**src/design/assert_macros.svh**
```systemverilog
// Assertion helpers shared by the line editor modules.
`ifndef ASSERT_MACROS_SVH
`define ASSERT_MACROS_SVH

// Condition holds in the same cycle as the trigger.
`define ATE_ASSERT_SAME(lbl, trig, cond, msg) \
  lbl: assert property (@(posedge clk_i) disable iff (!rst_ni) (trig) |-> (cond)) \
    else $error(msg);

// Condition holds in the cycle after the trigger.
`define ATE_ASSERT_NEXT(lbl, trig, cond, msg) \
  lbl: assert property (@(posedge clk_i) disable iff (!rst_ni) (trig) |=> (cond)) \
    else $error(msg);

`endif

```
**src/design/ate_pkg.sv**
```systemverilog
package ate_pkg;

  localparam int MAX_RESULTS = 42;

  // Byte codes
  localparam logic [7:0] CH_BS    = 8'h08;
  localparam logic [7:0] CH_LF    = 8'h0a;
  localparam logic [7:0] CH_CR    = 8'h0d;
  localparam logic [7:0] CH_ESC   = 8'h1b;
  localparam logic [7:0] CH_SPACE = 8'h20;
  localparam logic [7:0] CH_ZERO  = 8'h30;
  localparam logic [7:0] CH_NINE  = 8'h39;
  localparam logic [7:0] CH_SEMI  = 8'h3b;
  localparam logic [7:0] CH_UP_C  = 8'h43;
  localparam logic [7:0] CH_UP_D  = 8'h44;
  localparam logic [7:0] CH_UP_F  = 8'h46;
  localparam logic [7:0] CH_UP_H  = 8'h48;
  localparam logic [7:0] CH_LBRK  = 8'h5b;
  localparam logic [7:0] CH_LO_S  = 8'h73;
  localparam logic [7:0] CH_LO_U  = 8'h75;
  localparam logic [7:0] CH_TILDE = 8'h7e;
  localparam logic [7:0] CH_DEL   = 8'h7f;
  localparam logic [7:0] CH_NUL   = 8'h00;

  typedef enum logic [2:0] {
    ACT_NONE, ACT_INS, ACT_BS, ACT_CR, ACT_MOVE, ACT_DELF
  } act_e;

  typedef enum logic [2:0] {
    EM_CONST, EM_RX, EM_MEM, EM_D2, EM_D1, EM_D0, EM_DIR
  } emsel_e;

  typedef struct packed {
    logic       load;
    logic       dec;
    logic       emit;
    emsel_e     sel;
    logic [7:0] ebyte;
    logic       kind;
    logic       mem_rd;
    logic       rd_next;
    logic       mem_wr;
    logic       wr_rdata;
    logic       step;
    logic       carry_ld;
    logic       flush;
  } ate_cmd_t;

  typedef struct packed {
    act_e act;
    logic cnt_zero;
    logic cnt_one;
    logic echo;
    logic ge100;
    logic ge10;
    logic emit_rdy;
  } ate_sts_t;

  // Binary to three decimal digits (hundreds in the top nibble)
  function automatic logic [11:0] to_dec(input logic [7:0] n);
    logic [19:0] s;
    s = {12'd0, n};
    for (int i = 0; i < 8; i++) begin
      if (s[11:8] >= 4'd5) s[11:8] = s[11:8] + 4'd3;
      if (s[15:12] >= 4'd5) s[15:12] = s[15:12] + 4'd3;
      if (s[19:16] >= 4'd5) s[19:16] = s[19:16] + 4'd3;
      s = s << 1;
    end
    return s[19:8];
  endfunction

endpackage

```
**src/design/ate_datapath.sv**
```systemverilog
module ate_datapath #(
  parameter int LINE_LEN = 32
) (
  input  logic              clk_i,
  input  logic              rst_ni,
  input  ate_pkg::ate_cmd_t cmd_i,
  output ate_pkg::ate_sts_t sts_o,
  input  logic [7:0]        rx_data_i,
  input  logic              cfg_valid_i,
  input  logic              cfg_data_i,
  input  logic              m_tready_i,
  output logic              m_tvalid_o,
  output logic [7:0]        m_tdata_o,
  output logic              m_tuser_o,
  output logic              m_tlast_o
);
  import ate_pkg::*;

  localparam int AW = $clog2(LINE_LEN);
  localparam int CW = AW;

  localparam logic [2:0] PH_IDLE  = 3'd0;
  localparam logic [2:0] PH_ESC   = 3'd1;
  localparam logic [2:0] PH_FIRST = 3'd2;
  localparam logic [2:0] PH_VAL   = 3'd3;
  localparam logic [2:0] PH_VAL2  = 3'd4;

  logic [7:0]    line_mem_q [LINE_LEN];
  logic [7:0]    rdata_q;
  logic [7:0]    rx_q;
  logic          echo_q;
  logic [CW-1:0] cur_q, cur_d, tail_q, tail_d;
  logic [2:0]    phase_q, phase_d;
  logic [7:0]    v1_q, v1_d, v2_q, v2_d;
  logic [AW-1:0] idx_q, idx_d;
  logic [CW-1:0] cnt_q, cnt_d;
  logic [7:0]    carry_q, carry_d, mvn_q, mvn_d, mvdir_q, mvdir_d;
  logic          pend_v_q, pend_k_q, out_v_q, out_k_q, out_l_q;
  logic [7:0]    pend_b_q, out_b_q;
  logic [5:0]    ecnt_q;

  // Decode of the latched byte
  logic       dig, in_seq, run;
  logic [3:0] dval;
  logic [7:0] v_eff, cur8, tail8;
  logic [CW:0] len;
  act_e       act;
  logic [11:0] acc1, acc2, dec_digits;

  assign dig    = (rx_q >= CH_ZERO) && (rx_q <= CH_NINE);
  assign dval   = 4'(rx_q - CH_ZERO);
  assign in_seq = (phase_q == PH_FIRST) || (phase_q == PH_VAL) || (phase_q == PH_VAL2);
  assign v_eff  = (phase_q == PH_FIRST) ? 8'd1 : v1_q;
  assign cur8   = 8'(cur_q);
  assign tail8  = 8'(tail_q);
  assign len    = {1'b0, cur_q} + {1'b0, tail_q};
  assign acc1   = {4'd0, v1_q} * 12'd10 + {8'd0, dval};
  assign acc2   = {4'd0, v2_q} * 12'd10 + {8'd0, dval};
  assign run    = in_seq && !dig &&
                  !((rx_q == CH_SEMI) && (phase_q == PH_VAL));

  always_comb begin
    act = ACT_NONE;
    if (run) begin
      case (rx_q)
        CH_UP_D: if (v_eff <= cur8)  act = ACT_MOVE;
        CH_UP_C: if (v_eff <= tail8) act = ACT_MOVE;
        CH_UP_H: if (cur_q != '0)    act = ACT_MOVE;
        CH_UP_F: if (tail_q != '0)   act = ACT_MOVE;
        CH_TILDE: if (tail_q != '0)  act = ACT_DELF;
        default: act = ACT_NONE;
      endcase
    end else if (!in_seq && phase_q != PH_ESC) begin
      if (rx_q == CH_DEL) begin
        if (cur_q != '0) act = ACT_BS;
      end else if (rx_q == CH_CR) begin
        act = ACT_CR;
      end else if (rx_q >= CH_SPACE && rx_q <= CH_TILDE &&
                   len < (CW+1)'(LINE_LEN - 1)) begin
        act = ACT_INS;
      end
    end
  end

  // Next state of the editor registers
  always_comb begin
    cur_d = cur_q; tail_d = tail_q; phase_d = phase_q;
    v1_d = v1_q; v2_d = v2_q; idx_d = idx_q; cnt_d = cnt_q;
    carry_d = carry_q; mvn_d = mvn_q; mvdir_d = mvdir_q;
    if (cmd_i.dec) begin
      // sequence and phase tracking
      if (in_seq) begin
        if (run) begin
          phase_d = PH_IDLE;
          if (phase_q == PH_FIRST) v1_d = 8'd1;
        end else if (phase_q == PH_FIRST) begin
          phase_d = PH_VAL;
          v1_d = 8'(dval);
          v2_d = 8'd0;
        end else if (dig) begin
          if (phase_q == PH_VAL2) v2_d = (acc2 > 12'd255) ? 8'd255 : acc2[7:0];
          else v1_d = (acc1 > 12'd255) ? 8'd255 : acc1[7:0];
        end else begin
          phase_d = PH_VAL2;
        end
      end else if (phase_q == PH_ESC) begin
        phase_d = (rx_q == CH_LBRK) ? PH_FIRST : PH_IDLE;
      end else begin
        phase_d = (rx_q == CH_ESC) ? PH_ESC : PH_IDLE;
      end
      // line edits
      case (act)
        ACT_MOVE: begin
          case (rx_q)
            CH_UP_D: begin
              tail_d = tail_q + v_eff[CW-1:0]; cur_d = cur_q - v_eff[CW-1:0];
              mvn_d = v_eff; mvdir_d = CH_UP_D;
            end
            CH_UP_C: begin
              tail_d = tail_q - v_eff[CW-1:0]; cur_d = cur_q + v_eff[CW-1:0];
              mvn_d = v_eff; mvdir_d = CH_UP_C;
            end
            CH_UP_H: begin
              tail_d = tail_q + cur_q; cur_d = '0; mvn_d = cur8; mvdir_d = CH_UP_D;
            end
            default: begin
              cur_d = cur_q + tail_q; tail_d = '0; mvn_d = tail8; mvdir_d = CH_UP_C;
            end
          endcase
        end
        ACT_DELF: begin
          mvn_d = 8'd1; mvdir_d = CH_UP_C;
          tail_d = tail_q - 1'b1;
          idx_d = AW'(cur_q); cnt_d = tail_q - 1'b1;
        end
        ACT_BS: begin
          cur_d = cur_q - 1'b1;
          idx_d = AW'(cur_q - 1'b1); cnt_d = tail_q;
        end
        ACT_CR: begin
          idx_d = '0; cnt_d = len[CW-1:0]; cur_d = '0; tail_d = '0;
        end
        ACT_INS: begin
          idx_d = AW'(cur_q); cnt_d = tail_q; carry_d = rx_q; cur_d = cur_q + 1'b1;
        end
        default: ;
      endcase
    end
    if (cmd_i.step) begin
      idx_d = idx_q + 1'b1;
      cnt_d = cnt_q - 1'b1;
    end
    if (cmd_i.carry_ld) carry_d = rdata_q;
  end

  always_ff @(posedge clk_i or negedge rst_ni) begin
    if (!rst_ni) begin
      cur_q <= '0; tail_q <= '0; phase_q <= PH_IDLE;
      v1_q <= '0; v2_q <= '0; echo_q <= 1'b1;
    end else begin
      cur_q <= cur_d; tail_q <= tail_d; phase_q <= phase_d;
      v1_q <= v1_d; v2_q <= v2_d;
      if (cfg_valid_i) echo_q <= cfg_data_i;
    end
  end

  always_ff @(posedge clk_i) begin
    if (cmd_i.load) rx_q <= rx_data_i;
    idx_q <= idx_d; cnt_q <= cnt_d; carry_q <= carry_d;
    mvn_q <= mvn_d; mvdir_q <= mvdir_d;
  end

  // Line memory, one write and one registered read per cycle
  always_ff @(posedge clk_i) begin
    if (cmd_i.mem_wr) line_mem_q[idx_q] <= cmd_i.wr_rdata ? rdata_q : carry_q;
    if (cmd_i.mem_rd) rdata_q <= line_mem_q[cmd_i.rd_next ? idx_q + 1'b1 : idx_q];
  end

  // Emit byte select
  logic [7:0] em_byte;
  assign dec_digits = to_dec(mvn_q);
  always_comb begin
    case (cmd_i.sel)
      EM_RX:   em_byte = rx_q;
      EM_MEM:  em_byte = rdata_q;
      EM_D2:   em_byte = CH_ZERO + 8'(dec_digits[11:8]);
      EM_D1:   em_byte = CH_ZERO + 8'(dec_digits[7:4]);
      EM_D0:   em_byte = CH_ZERO + 8'(dec_digits[3:0]);
      EM_DIR:  em_byte = mvdir_q;
      default: em_byte = cmd_i.ebyte;
    endcase
  end

  // One byte held back so the final one of an item can carry tlast
  logic emit_rdy;
  assign emit_rdy = !pend_v_q || !out_v_q || m_tready_i;

  always_ff @(posedge clk_i or negedge rst_ni) begin
    if (!rst_ni) begin
      pend_v_q <= 1'b0; out_v_q <= 1'b0; ecnt_q <= '0;
    end else begin
      if (out_v_q && m_tready_i) out_v_q <= 1'b0;
      if (cmd_i.emit && emit_rdy && ecnt_q < 6'(MAX_RESULTS)) begin
        ecnt_q <= ecnt_q + 1'b1;
        pend_v_q <= 1'b1;
        if (pend_v_q) out_v_q <= 1'b1;
      end else if (cmd_i.flush && emit_rdy) begin
        ecnt_q <= '0;
        pend_v_q <= 1'b0;
        if (pend_v_q) out_v_q <= 1'b1;
      end
    end
  end

  always_ff @(posedge clk_i) begin
    if (cmd_i.emit && emit_rdy && ecnt_q < 6'(MAX_RESULTS)) begin
      pend_b_q <= em_byte; pend_k_q <= cmd_i.kind;
      if (pend_v_q) begin
        out_b_q <= pend_b_q; out_k_q <= pend_k_q; out_l_q <= 1'b0;
      end
    end else if (cmd_i.flush && emit_rdy && pend_v_q) begin
      out_b_q <= pend_b_q; out_k_q <= pend_k_q; out_l_q <= 1'b1;
    end
  end

  assign m_tvalid_o = out_v_q;
  assign m_tdata_o  = out_b_q;
  assign m_tuser_o  = out_k_q;
  assign m_tlast_o  = out_l_q;

  assign sts_o.act      = act;
  assign sts_o.cnt_zero = (cnt_q == '0);
  assign sts_o.cnt_one  = (cnt_q == CW'(1));
  assign sts_o.echo     = echo_q;
  assign sts_o.ge100    = (mvn_q >= 8'd100);
  assign sts_o.ge10     = (mvn_q >= 8'd10);
  assign sts_o.emit_rdy = emit_rdy;

`include "assert_macros.svh"
  `ATE_ASSERT_SAME(a_ecnt_cap, 1'b1, ecnt_q <= 6'(MAX_RESULTS), "result count past limit")
  `ATE_ASSERT_SAME(a_len_fits, 1'b1, len < (CW+1)'(LINE_LEN), "line longer than store")
  `ATE_ASSERT_NEXT(a_flush_empty, cmd_i.flush && emit_rdy && !cmd_i.emit, !pend_v_q,
                   "held byte not released")

endmodule

```
**src/design/ate_ctrl.sv**
```systemverilog
module ate_ctrl (
  input  logic              clk_i,
  input  logic              rst_ni,
  input  logic              in_valid_i,
  output logic              in_ready_o,
  input  ate_pkg::ate_sts_t sts_i,
  output ate_pkg::ate_cmd_t cmd_o
);
  import ate_pkg::*;

  localparam logic [4:0] S_IDLE  = 5'd0;
  localparam logic [4:0] S_DEC   = 5'd1;
  localparam logic [4:0] S_MV0   = 5'd2;
  localparam logic [4:0] S_MV1   = 5'd3;
  localparam logic [4:0] S_MV2   = 5'd4;
  localparam logic [4:0] S_MV3   = 5'd5;
  localparam logic [4:0] S_MV4   = 5'd6;
  localparam logic [4:0] S_MV5   = 5'd7;
  localparam logic [4:0] S_ER0   = 5'd8;
  localparam logic [4:0] S_ER1   = 5'd9;
  localparam logic [4:0] S_ER2   = 5'd10;
  localparam logic [4:0] S_ERRD  = 5'd11;
  localparam logic [4:0] S_ERWR  = 5'd12;
  localparam logic [4:0] S_ERSP  = 5'd13;
  localparam logic [4:0] S_INS   = 5'd14;
  localparam logic [4:0] S_INRD  = 5'd15;
  localparam logic [4:0] S_INWR  = 5'd16;
  localparam logic [4:0] S_CR0   = 5'd17;
  localparam logic [4:0] S_CR1   = 5'd18;
  localparam logic [4:0] S_CRRD  = 5'd19;
  localparam logic [4:0] S_CREM  = 5'd20;
  localparam logic [4:0] S_CRZ   = 5'd21;
  localparam logic [4:0] S_SQ0   = 5'd22;
  localparam logic [4:0] S_SQ1   = 5'd23;
  localparam logic [4:0] S_SQ2   = 5'd24;
  localparam logic [4:0] S_FLUSH = 5'd25;

  logic [4:0] state_q, state_d, ret_q, ret_d;
  logic [7:0] fin_q, fin_d;
  act_e       act_q, act_d;
  logic       rdy;

  assign rdy        = sts_i.emit_rdy;
  assign in_ready_o = (state_q == S_IDLE);

  always_comb begin
    state_d = state_q; ret_d = ret_q; fin_d = fin_q; act_d = act_q;
    cmd_o = '0;
    cmd_o.sel = EM_CONST;
    case (state_q)
      S_IDLE: begin
        if (in_valid_i) begin
          cmd_o.load = 1'b1;
          state_d = S_DEC;
        end
      end
      S_DEC: begin
        cmd_o.dec = 1'b1;
        act_d = sts_i.act;
        case (sts_i.act)
          ACT_INS:  state_d = S_INS;
          ACT_BS:   state_d = S_ER0;
          ACT_CR:   state_d = S_CR0;
          ACT_MOVE: state_d = S_MV0;
          ACT_DELF: state_d = S_MV0;
          default:  state_d = S_FLUSH;
        endcase
      end
      // cursor move sequence with decimal count
      S_MV0: begin
        cmd_o.emit = 1'b1; cmd_o.ebyte = CH_ESC;
        if (rdy) state_d = S_MV1;
      end
      S_MV1: begin
        cmd_o.emit = 1'b1; cmd_o.ebyte = CH_LBRK;
        if (rdy) state_d = sts_i.ge100 ? S_MV2 : (sts_i.ge10 ? S_MV3 : S_MV4);
      end
      S_MV2: begin
        cmd_o.emit = 1'b1; cmd_o.sel = EM_D2;
        if (rdy) state_d = S_MV3;
      end
      S_MV3: begin
        cmd_o.emit = 1'b1; cmd_o.sel = EM_D1;
        if (rdy) state_d = S_MV4;
      end
      S_MV4: begin
        cmd_o.emit = 1'b1; cmd_o.sel = EM_D0;
        if (rdy) state_d = S_MV5;
      end
      S_MV5: begin
        cmd_o.emit = 1'b1; cmd_o.sel = EM_DIR;
        if (rdy) state_d = (act_q == ACT_DELF) ? S_ER0 : S_FLUSH;
      end
      // erase one character and redraw the tail
      S_ER0: begin
        cmd_o.emit = 1'b1; cmd_o.ebyte = CH_BS;
        if (rdy) begin
          if (sts_i.cnt_zero) begin
            state_d = S_ER1;
          end else begin
            fin_d = CH_LO_S; ret_d = S_ERRD; state_d = S_SQ0;
          end
        end
      end
      S_ER1: begin
        cmd_o.emit = 1'b1; cmd_o.ebyte = CH_SPACE;
        if (rdy) state_d = S_ER2;
      end
      S_ER2: begin
        cmd_o.emit = 1'b1; cmd_o.ebyte = CH_BS;
        if (rdy) state_d = S_FLUSH;
      end
      S_ERRD: begin
        cmd_o.mem_rd = 1'b1; cmd_o.rd_next = 1'b1;
        state_d = S_ERWR;
      end
      S_ERWR: begin
        cmd_o.emit = 1'b1; cmd_o.sel = EM_MEM;
        if (rdy) begin
          cmd_o.mem_wr = 1'b1; cmd_o.wr_rdata = 1'b1; cmd_o.step = 1'b1;
          state_d = sts_i.cnt_one ? S_ERSP : S_ERRD;
        end
      end
      S_ERSP: begin
        cmd_o.emit = 1'b1; cmd_o.ebyte = CH_SPACE;
        if (rdy) begin
          fin_d = CH_LO_U; ret_d = S_FLUSH; state_d = S_SQ0;
        end
      end
      // insert at the cursor, shifting the tail up
      S_INS: begin
        cmd_o.emit = sts_i.echo; cmd_o.sel = EM_RX;
        if (rdy || !sts_i.echo) begin
          if (sts_i.cnt_zero) begin
            cmd_o.mem_wr = 1'b1;
            state_d = S_FLUSH;
          end else begin
            fin_d = CH_LO_S; ret_d = S_INRD; state_d = S_SQ0;
          end
        end
      end
      S_INRD: begin
        cmd_o.mem_rd = 1'b1;
        state_d = S_INWR;
      end
      S_INWR: begin
        if (sts_i.cnt_zero) begin
          cmd_o.mem_wr = 1'b1;
          fin_d = CH_LO_U; ret_d = S_FLUSH; state_d = S_SQ0;
        end else begin
          cmd_o.emit = 1'b1; cmd_o.sel = EM_MEM;
          if (rdy) begin
            cmd_o.mem_wr = 1'b1; cmd_o.carry_ld = 1'b1; cmd_o.step = 1'b1;
            state_d = S_INRD;
          end
        end
      end
      // line complete: CR LF then the line and a terminator
      S_CR0: begin
        cmd_o.emit = 1'b1; cmd_o.ebyte = CH_CR;
        if (rdy) state_d = S_CR1;
      end
      S_CR1: begin
        cmd_o.emit = 1'b1; cmd_o.ebyte = CH_LF;
        if (rdy) state_d = S_CRRD;
      end
      S_CRRD: begin
        if (sts_i.cnt_zero) begin
          state_d = S_CRZ;
        end else begin
          cmd_o.mem_rd = 1'b1;
          state_d = S_CREM;
        end
      end
      S_CREM: begin
        cmd_o.emit = 1'b1; cmd_o.sel = EM_MEM; cmd_o.kind = 1'b1;
        if (rdy) begin
          cmd_o.step = 1'b1;
          state_d = S_CRRD;
        end
      end
      S_CRZ: begin
        cmd_o.emit = 1'b1; cmd_o.ebyte = CH_NUL; cmd_o.kind = 1'b1;
        if (rdy) state_d = S_FLUSH;
      end
      // three-byte control sequence ESC [ final
      S_SQ0: begin
        cmd_o.emit = 1'b1; cmd_o.ebyte = CH_ESC;
        if (rdy) state_d = S_SQ1;
      end
      S_SQ1: begin
        cmd_o.emit = 1'b1; cmd_o.ebyte = CH_LBRK;
        if (rdy) state_d = S_SQ2;
      end
      S_SQ2: begin
        cmd_o.emit = 1'b1; cmd_o.ebyte = fin_q;
        if (rdy) state_d = ret_q;
      end
      S_FLUSH: begin
        cmd_o.flush = 1'b1;
        if (rdy) state_d = S_IDLE;
      end
      default: state_d = S_IDLE;
    endcase
  end

  always_ff @(posedge clk_i or negedge rst_ni) begin
    if (!rst_ni) begin
      state_q <= S_IDLE;
      ret_q   <= S_IDLE;
      act_q   <= ACT_NONE;
    end else begin
      state_q <= state_d;
      ret_q   <= ret_d;
      act_q   <= act_d;
    end
  end

  always_ff @(posedge clk_i) begin
    fin_q <= fin_d;
  end

`include "assert_macros.svh"
  `ATE_ASSERT_NEXT(a_load_dec, cmd_o.load, state_q == S_DEC, "decode skipped")
  `ATE_ASSERT_NEXT(a_flush_idle, state_q == S_FLUSH && rdy, state_q == S_IDLE,
                   "no return to idle after flush")
  `ATE_ASSERT_SAME(a_wr_gated, cmd_o.step, rdy, "step without output room")

endmodule

```
**src/design/ansi_terminal_line_editor.sv**
```systemverilog
// Line editor for a serial terminal.
// s_axis carries received bytes (tdata = rx_byte). m_axis carries results:
// tdata = out_byte, tuser = out_kind (0 echo to terminal, 1 line byte),
// tlast marks the final result of the received byte. Bytes that cause no
// result produce no m_axis transfer at all.
// cfg_valid_i/cfg_data_i write echo_enable (reset 1); cfg_ready_o is always 1.
// One byte is handled at a time: s_axis_tready is high only while idle.
// Every line character is read from the line memory and then, in a
// separate state, written or emitted. Reset empties the line and clears
// escape parsing; store contents are not cleared and need no sweep.
// When m_axis_tready is low the sequencer halts in place with one result
// held back, so nothing is lost or repeated.
module ansi_terminal_line_editor #(
  parameter int LINE_LEN = 32
) (
  input  logic       clk_i,
  input  logic       rst_ni,
  input  logic       s_axis_tvalid,
  output logic       s_axis_tready,
  input  logic [7:0] s_axis_tdata,   // [7:0] rx_byte
  output logic       m_axis_tvalid,
  input  logic       m_axis_tready,
  output logic [7:0] m_axis_tdata,   // [7:0] out_byte
  output logic       m_axis_tuser,   // [0] out_kind
  output logic       m_axis_tlast,
  input  logic       cfg_valid_i,
  output logic       cfg_ready_o,
  input  logic       cfg_data_i
);
  import ate_pkg::*;

  ate_cmd_t cmd;
  ate_sts_t sts;

  assign cfg_ready_o = 1'b1;

  ate_ctrl u_ctrl (
    .clk_i      (clk_i),
    .rst_ni     (rst_ni),
    .in_valid_i (s_axis_tvalid),
    .in_ready_o (s_axis_tready),
    .sts_i      (sts),
    .cmd_o      (cmd)
  );

  ate_datapath #(
    .LINE_LEN (LINE_LEN)
  ) u_dp (
    .clk_i       (clk_i),
    .rst_ni      (rst_ni),
    .cmd_i       (cmd),
    .sts_o       (sts),
    .rx_data_i   (s_axis_tdata),
    .cfg_valid_i (cfg_valid_i),
    .cfg_data_i  (cfg_data_i),
    .m_tready_i  (m_axis_tready),
    .m_tvalid_o  (m_axis_tvalid),
    .m_tdata_o   (m_axis_tdata),
    .m_tuser_o   (m_axis_tuser),
    .m_tlast_o   (m_axis_tlast)
  );

endmodule

```
**config.mk**
```make
export PLATFORM = sky130hd
export DESIGN_NAME = ansi_terminal_line_editor
export DESIGN_NICKNAME = d
export VERILOG_FILES = /design/src/design/ate_pkg.sv /design/src/design/ate_datapath.sv /design/src/design/ate_ctrl.sv /design/src/design/ansi_terminal_line_editor.sv
export VERILOG_INCLUDE_DIRS = /design/src /design/src/design
export SDC_FILE = /design/constraint.sdc
export NUM_CORES = 1
export LEC_CHECK = 0
export BUFFER_PORTS_ARGS = -buffer_cell sky130_fd_sc_hd__buf_2
export CORE_MARGIN = 4
export CORE_UTILIZATION = 40
export CTS_BUF_LIST = sky130_fd_sc_hd__clkbuf_8
export DETAILED_ROUTE_END_ITERATION = 6
export SYNTH_ARGS = -nofsm -noshare
export SYNTH_HDL_FRONTEND = slang
export SYNTH_HIERARCHICAL = 1
export SYNTH_SLANG_ARGS = --single-unit
```
**constraint.sdc**
```tcl
create_clock -name clk_i -period 4.6 [get_ports clk_i]
set_clock_uncertainty 0.1 [all_clocks]
set_input_delay 0.46 -clock clk_i [delete_from_list [all_inputs] [get_ports clk_i]]
set_output_delay 0.46 -clock clk_i [all_outputs]
set_load 0.05 [all_outputs]
```
==> metrics <==
min cycle time layout=between 4 and 5 ns; CP arrival=4.88 ns; CTS Buffer Depth=3; Via-to-Cell Ratio=5.80; Cell variety after synth=98; total detailed-routing wirelength=46.9 mm; CTS tree=done; Setup CP Type=reg2reg; final hold vios=0; DRC Markers=0; area of the die=52,200 µm²; die height=228 µm; Seq/Total Area, Yosys=55.9%; final cell count without fillers=2,243; Least-Margin Pin Slew=between 0.9 and 1 ns; HPWL after DPL=31.0 mm; Placed Cells=2,098; R2R Setup Slk=roughly 0.070 ns; largest net degree at the start of global routing=65; total global routing overflow=0; Async SR Flop Fraction=11.4%; core region area=47,800 µm²; first-pass GRT wire length=74.5 mm; Final Cycle Share=98.5%; Post-Place Worst Slack=-0.112 ns; Sequential Power Share=about 38%; CP required=roughly 5.0 ns; end of the critical path=u_dp/pend_b_q[0]; post-synth top area share=between 50% and 60%; CP peak stage delay=0.42 ns; status=finished clean; switching share of power=35.2%; Max Clock Freq=221 MHz; relative slew slack=36.9%; DP Area=20,500 µm²; Critical Path Sink Type=flip-flop; fin nets=1,656; Clk Latency, worst-skew pair=0.62 ns; post-layout util=roughly 46%; Finished Cell Area=22,200 µm²; EDFF count, synth=~330; synthesis-to-finish area growth=14.0%; synth warn=6; LEAKAGE=7.87 nW; PD cells=521 nW/µm²; Area contributors post-synth=edfxtp_1 (51%), mux4_2 (9.3%), dfrtp_1 (5.3%), ha_1 (4.0%), nor2_1 (2.4%); cells after synthesis=1,486; average cell area after synthesis=13.1 µm²; internal cell power=0.00750 W; unrepaired setup endpoints after global routing=true; Bufs and invs on worst path=4; GRT Total Usage=17.9%; Top cell by count, worst path=ha_4; Final setup viols=0; ANT nets after route=0; CP top delay family=compound AO/OA/AOI/OAI gates; worst setup path start=u_dp/mvn_q[6]; Hold Crit Class=in2reg; worst reg2reg path depth=22; total number of vias=13.0k; DRT Pass-1 Iters=7; Num CTS Buffers=66; fillers=between 4k and 5k; GP Congestion=a little under 0.9; Max H-tree Level=3; number of DRC markers in iteration 0=1,310; port bufs=25; CP Cell Sequence=inv_2 > ha_4 > inv_2 > ha_4 > a21oi_4 > xnor2_4 > ha_4 > nor2b_4 > a211oi_4 > o211a_4 > inv_6 > ha_4 > or3b_4 > a211o_1 > o211a_4 > a21oi_4 > o211ai_2 > xor2_2 > buf_4 > nor2b_4 > or4_4 > a41oi_2; vias in the first global route=between 10k and 15k; WL per Instance=about 21 µm; Clock Tree Root=clkbuf_8; Reg area=10,900 µm²; TritonCTS Sinks=~370; row count=80; Net Sw Power=0.00407 W; Primary FF master, synth=edfxtp_1; Startpoint Class=flip-flop; WP depth=22; die width=228 µm; initial antenna violation count=0; CP max FO=6; multi-input gate area in the final layout=8210 µm²; Clk network pwr share=26.9%; Clock transition at path regs=about 0.06 ns; share of cells above drive strength 1=22.1%; CP max stage cell=or4_4; Worst Slack Setup Final=0.0701 ns; starting density of the core=between 40 and 50%; I/O pin count=27; register bit count reported by yosys=369; synthesized cell area=19,400 µm²; Ant. Diodes=0; max-slew violations=0; combinational power share=35.1%; syn nets=1,567; Hold WS=between 0.2 and 0.3 ns; RR Endpoint=u_dp/pend_b_q[0]; Crit Reg-Reg Startpoint=u_dp/mvn_q[6]; max-cap viol count=0; VDD IR max=0.000305 V; area leader, netlist=edfxtp_1
cells in the mapped netlist, types with 8 or more instances:
master / n
o31ai_1: 8
nand4_1: 11
ha_1: 62
nand3_1: 22
nand2_1: 98
clkbuf_1: 44
mux2_2: 35
o22ai_1: 13
nor2b_1: 12
nor4_1: 8
or3_1: 11
o21ai_0: 62
mux2i_1: 14
inv_1: 66
o211ai_1: 8
a31oi_1: 14
buf_2: 22
mux4_2: 80
edfxtp_1: 327
and2_1: 10
nand2b_1: 18
a222oi_1: 9
a22oi_1: 14
and3_1: 16
a211oi_1: 9
a21o_1: 26
nand3b_1: 9
xor2_1: 17
nor3_1: 29
xnor2_1: 27
a21oi_1: 66
dfrtp_1: 41
nor2_1: 122
cells in the final DEF, fill, tap and decap left out, drive strengths merged, types with 8 or more instances in the layout:
master / count
nand3: 22
a22oi: 14
ha: 62
nor3: 30
nor4: 9
edfxtp: 327
inv: 88
mux4: 80
or3: 12
dfrtp: 41
and2: 10
nand3b: 9
a21oi: 69
nor2: 123
xor2: 18
dlygate4sd3: 12
a21o: 26
nand2b: 18
buf: 85
o211ai: 13
clkinv: 23
mux2i: 14
clkbuf: 71
a211oi: 12
nand2: 98
a31oi: 14
o31ai: 8
o21ai: 68
mux2: 38
and3: 16
xnor2: 28
nor2b: 13
o22ai: 13
a222oi: 9
nand4: 11
state kept, by name, summed over array words and instances (netlist names), 2 cells and up:
name             count
u_ctrl/fin_q         8
u_dp/mvdir_q         2
u_dp/cur_q           5
u_ctrl/ret_q         4
u_dp/tail_q          5
u_dp/carry_q         8
u_dp/idx_q           5
u_ctrl/act_q         3
u_dp/line_mem_q    256
u_dp/v1_q            8
u_dp/pend_b_q        8
u_dp/ecnt_q          6
u_dp/rdata_q         8
u_dp/cnt_q           5
u_dp/phase_q         3
u_dp/rx_q            8
u_ctrl/state_q       5
u_dp/m_tdata_o       8
u_dp/mvn_q           8
worst reg2reg max path: stages, from the launching register on:
cell and delay [ns]:
edfxtp_1 0.41, inv_2 0.11, ha_4 0.13, inv_2 0.04, ha_4 0.16, a21oi_4 0.18
xnor2_4 0.18, ha_4 0.19, nor2b_4 0.18, a211oi_4 0.05, o211a_4 0.30, inv_6 0.08
ha_4 0.16, or3b_4 0.38, a211o_1 0.27, o211a_4 0.17, a21oi_4 0.14, o211ai_2 0.11
xor2_2 0.23, buf_4 0.15, nor2b_4 0.04, or4_4 0.42, a41oi_2 0.18
stage by stage:
| stage | setup TNS (ns) | power (W) |
|---|---|---|
| detailed placement | -0.297 | 0.00848 |
| finish | 0 | 0.0116 |
| CTS | 0 | 0.0116 |
| global route | -0.321 | 0.0122 |
| global placement | -0.000481 | 0.00845 |
| floorplan | -0.523 | 0.00738 |
final cells by class:
| type | instances | area share [%] |
|---|---|---|
| Inverter | 68 | 1.17 |
| Clock buffer | 71 | 4.41 |
| Multi-Input combinational cell | 973 | 37.0 |
| Tap cell | 615 | 3.47 |
| Sequential cell | 369 | 49.0 |
| Timing Repair Buffer | 97 | 3.18 |
| Clock inverter | 50 | 1.71 |
what timing repair did:
action	in CTS	in global routing
endpoints found under the hold margin	51	0
pin swaps	5	13
setup buffers	4	7
resized for setup	4	14
hold buffers	12	0
setup endpoints to repair	3	4
layer usage:
metal | GRT usage, % | share of wire, %
met1 | 24.3 | 44
met2 | 29.0 | 48
met5 | 0 | 0
met3 | 3.76 | 6.2
met4 | 5.87 | 2.4
how the worst min path moves through the flow:
stage | start | end | slack (ns) | cells past startpoint
after floorplan | rst_ni | u_ctrl/act_q[0] | 0.06 | 0
after global placement | u_dp/pend_b_q[6] | u_dp/m_tdata_o[6] | 0.30 | 0
after detailed placement | u_dp/pend_b_q[1] | u_dp/m_tdata_o[1] | 0.31 | 0
after CTS | s_axis_tvalid | u_ctrl/state_q[1] | 0.22 | 4
after global routing | s_axis_tvalid | u_ctrl/state_q[1] | 0.24 | 4
final | s_axis_tvalid | u_ctrl/state_q[1] | 0.28 | 4
logic make-up after synthesis:
kind of cell	count (synthesis)	share of synthesized area (%)
other cells	1	0.0193
fa+ha+maj	67	4.50
buf+inv	144	3.11
mux	132	12.2
simple gates	400	10.3
flops	369	55.9
xor+xnor	46	2.15
compound gates	327	11.8
power groups by stage:
stage	Combinational (W)	Clock (W)	Sequential [W]
3_3_place_gp	0.00399	0	0.00446
6_report	0.00406	0.00311	0.00439
2_1_floorplan	0.00286	0	0.00452
3_5_place_dp	0.00402	0	0.00446
5_1_grt	0.00442	0.00337	0.00442
4_1_cts	0.00405	0.00320	0.00440
No activity file was read; power rests on OpenSTA's default activity.
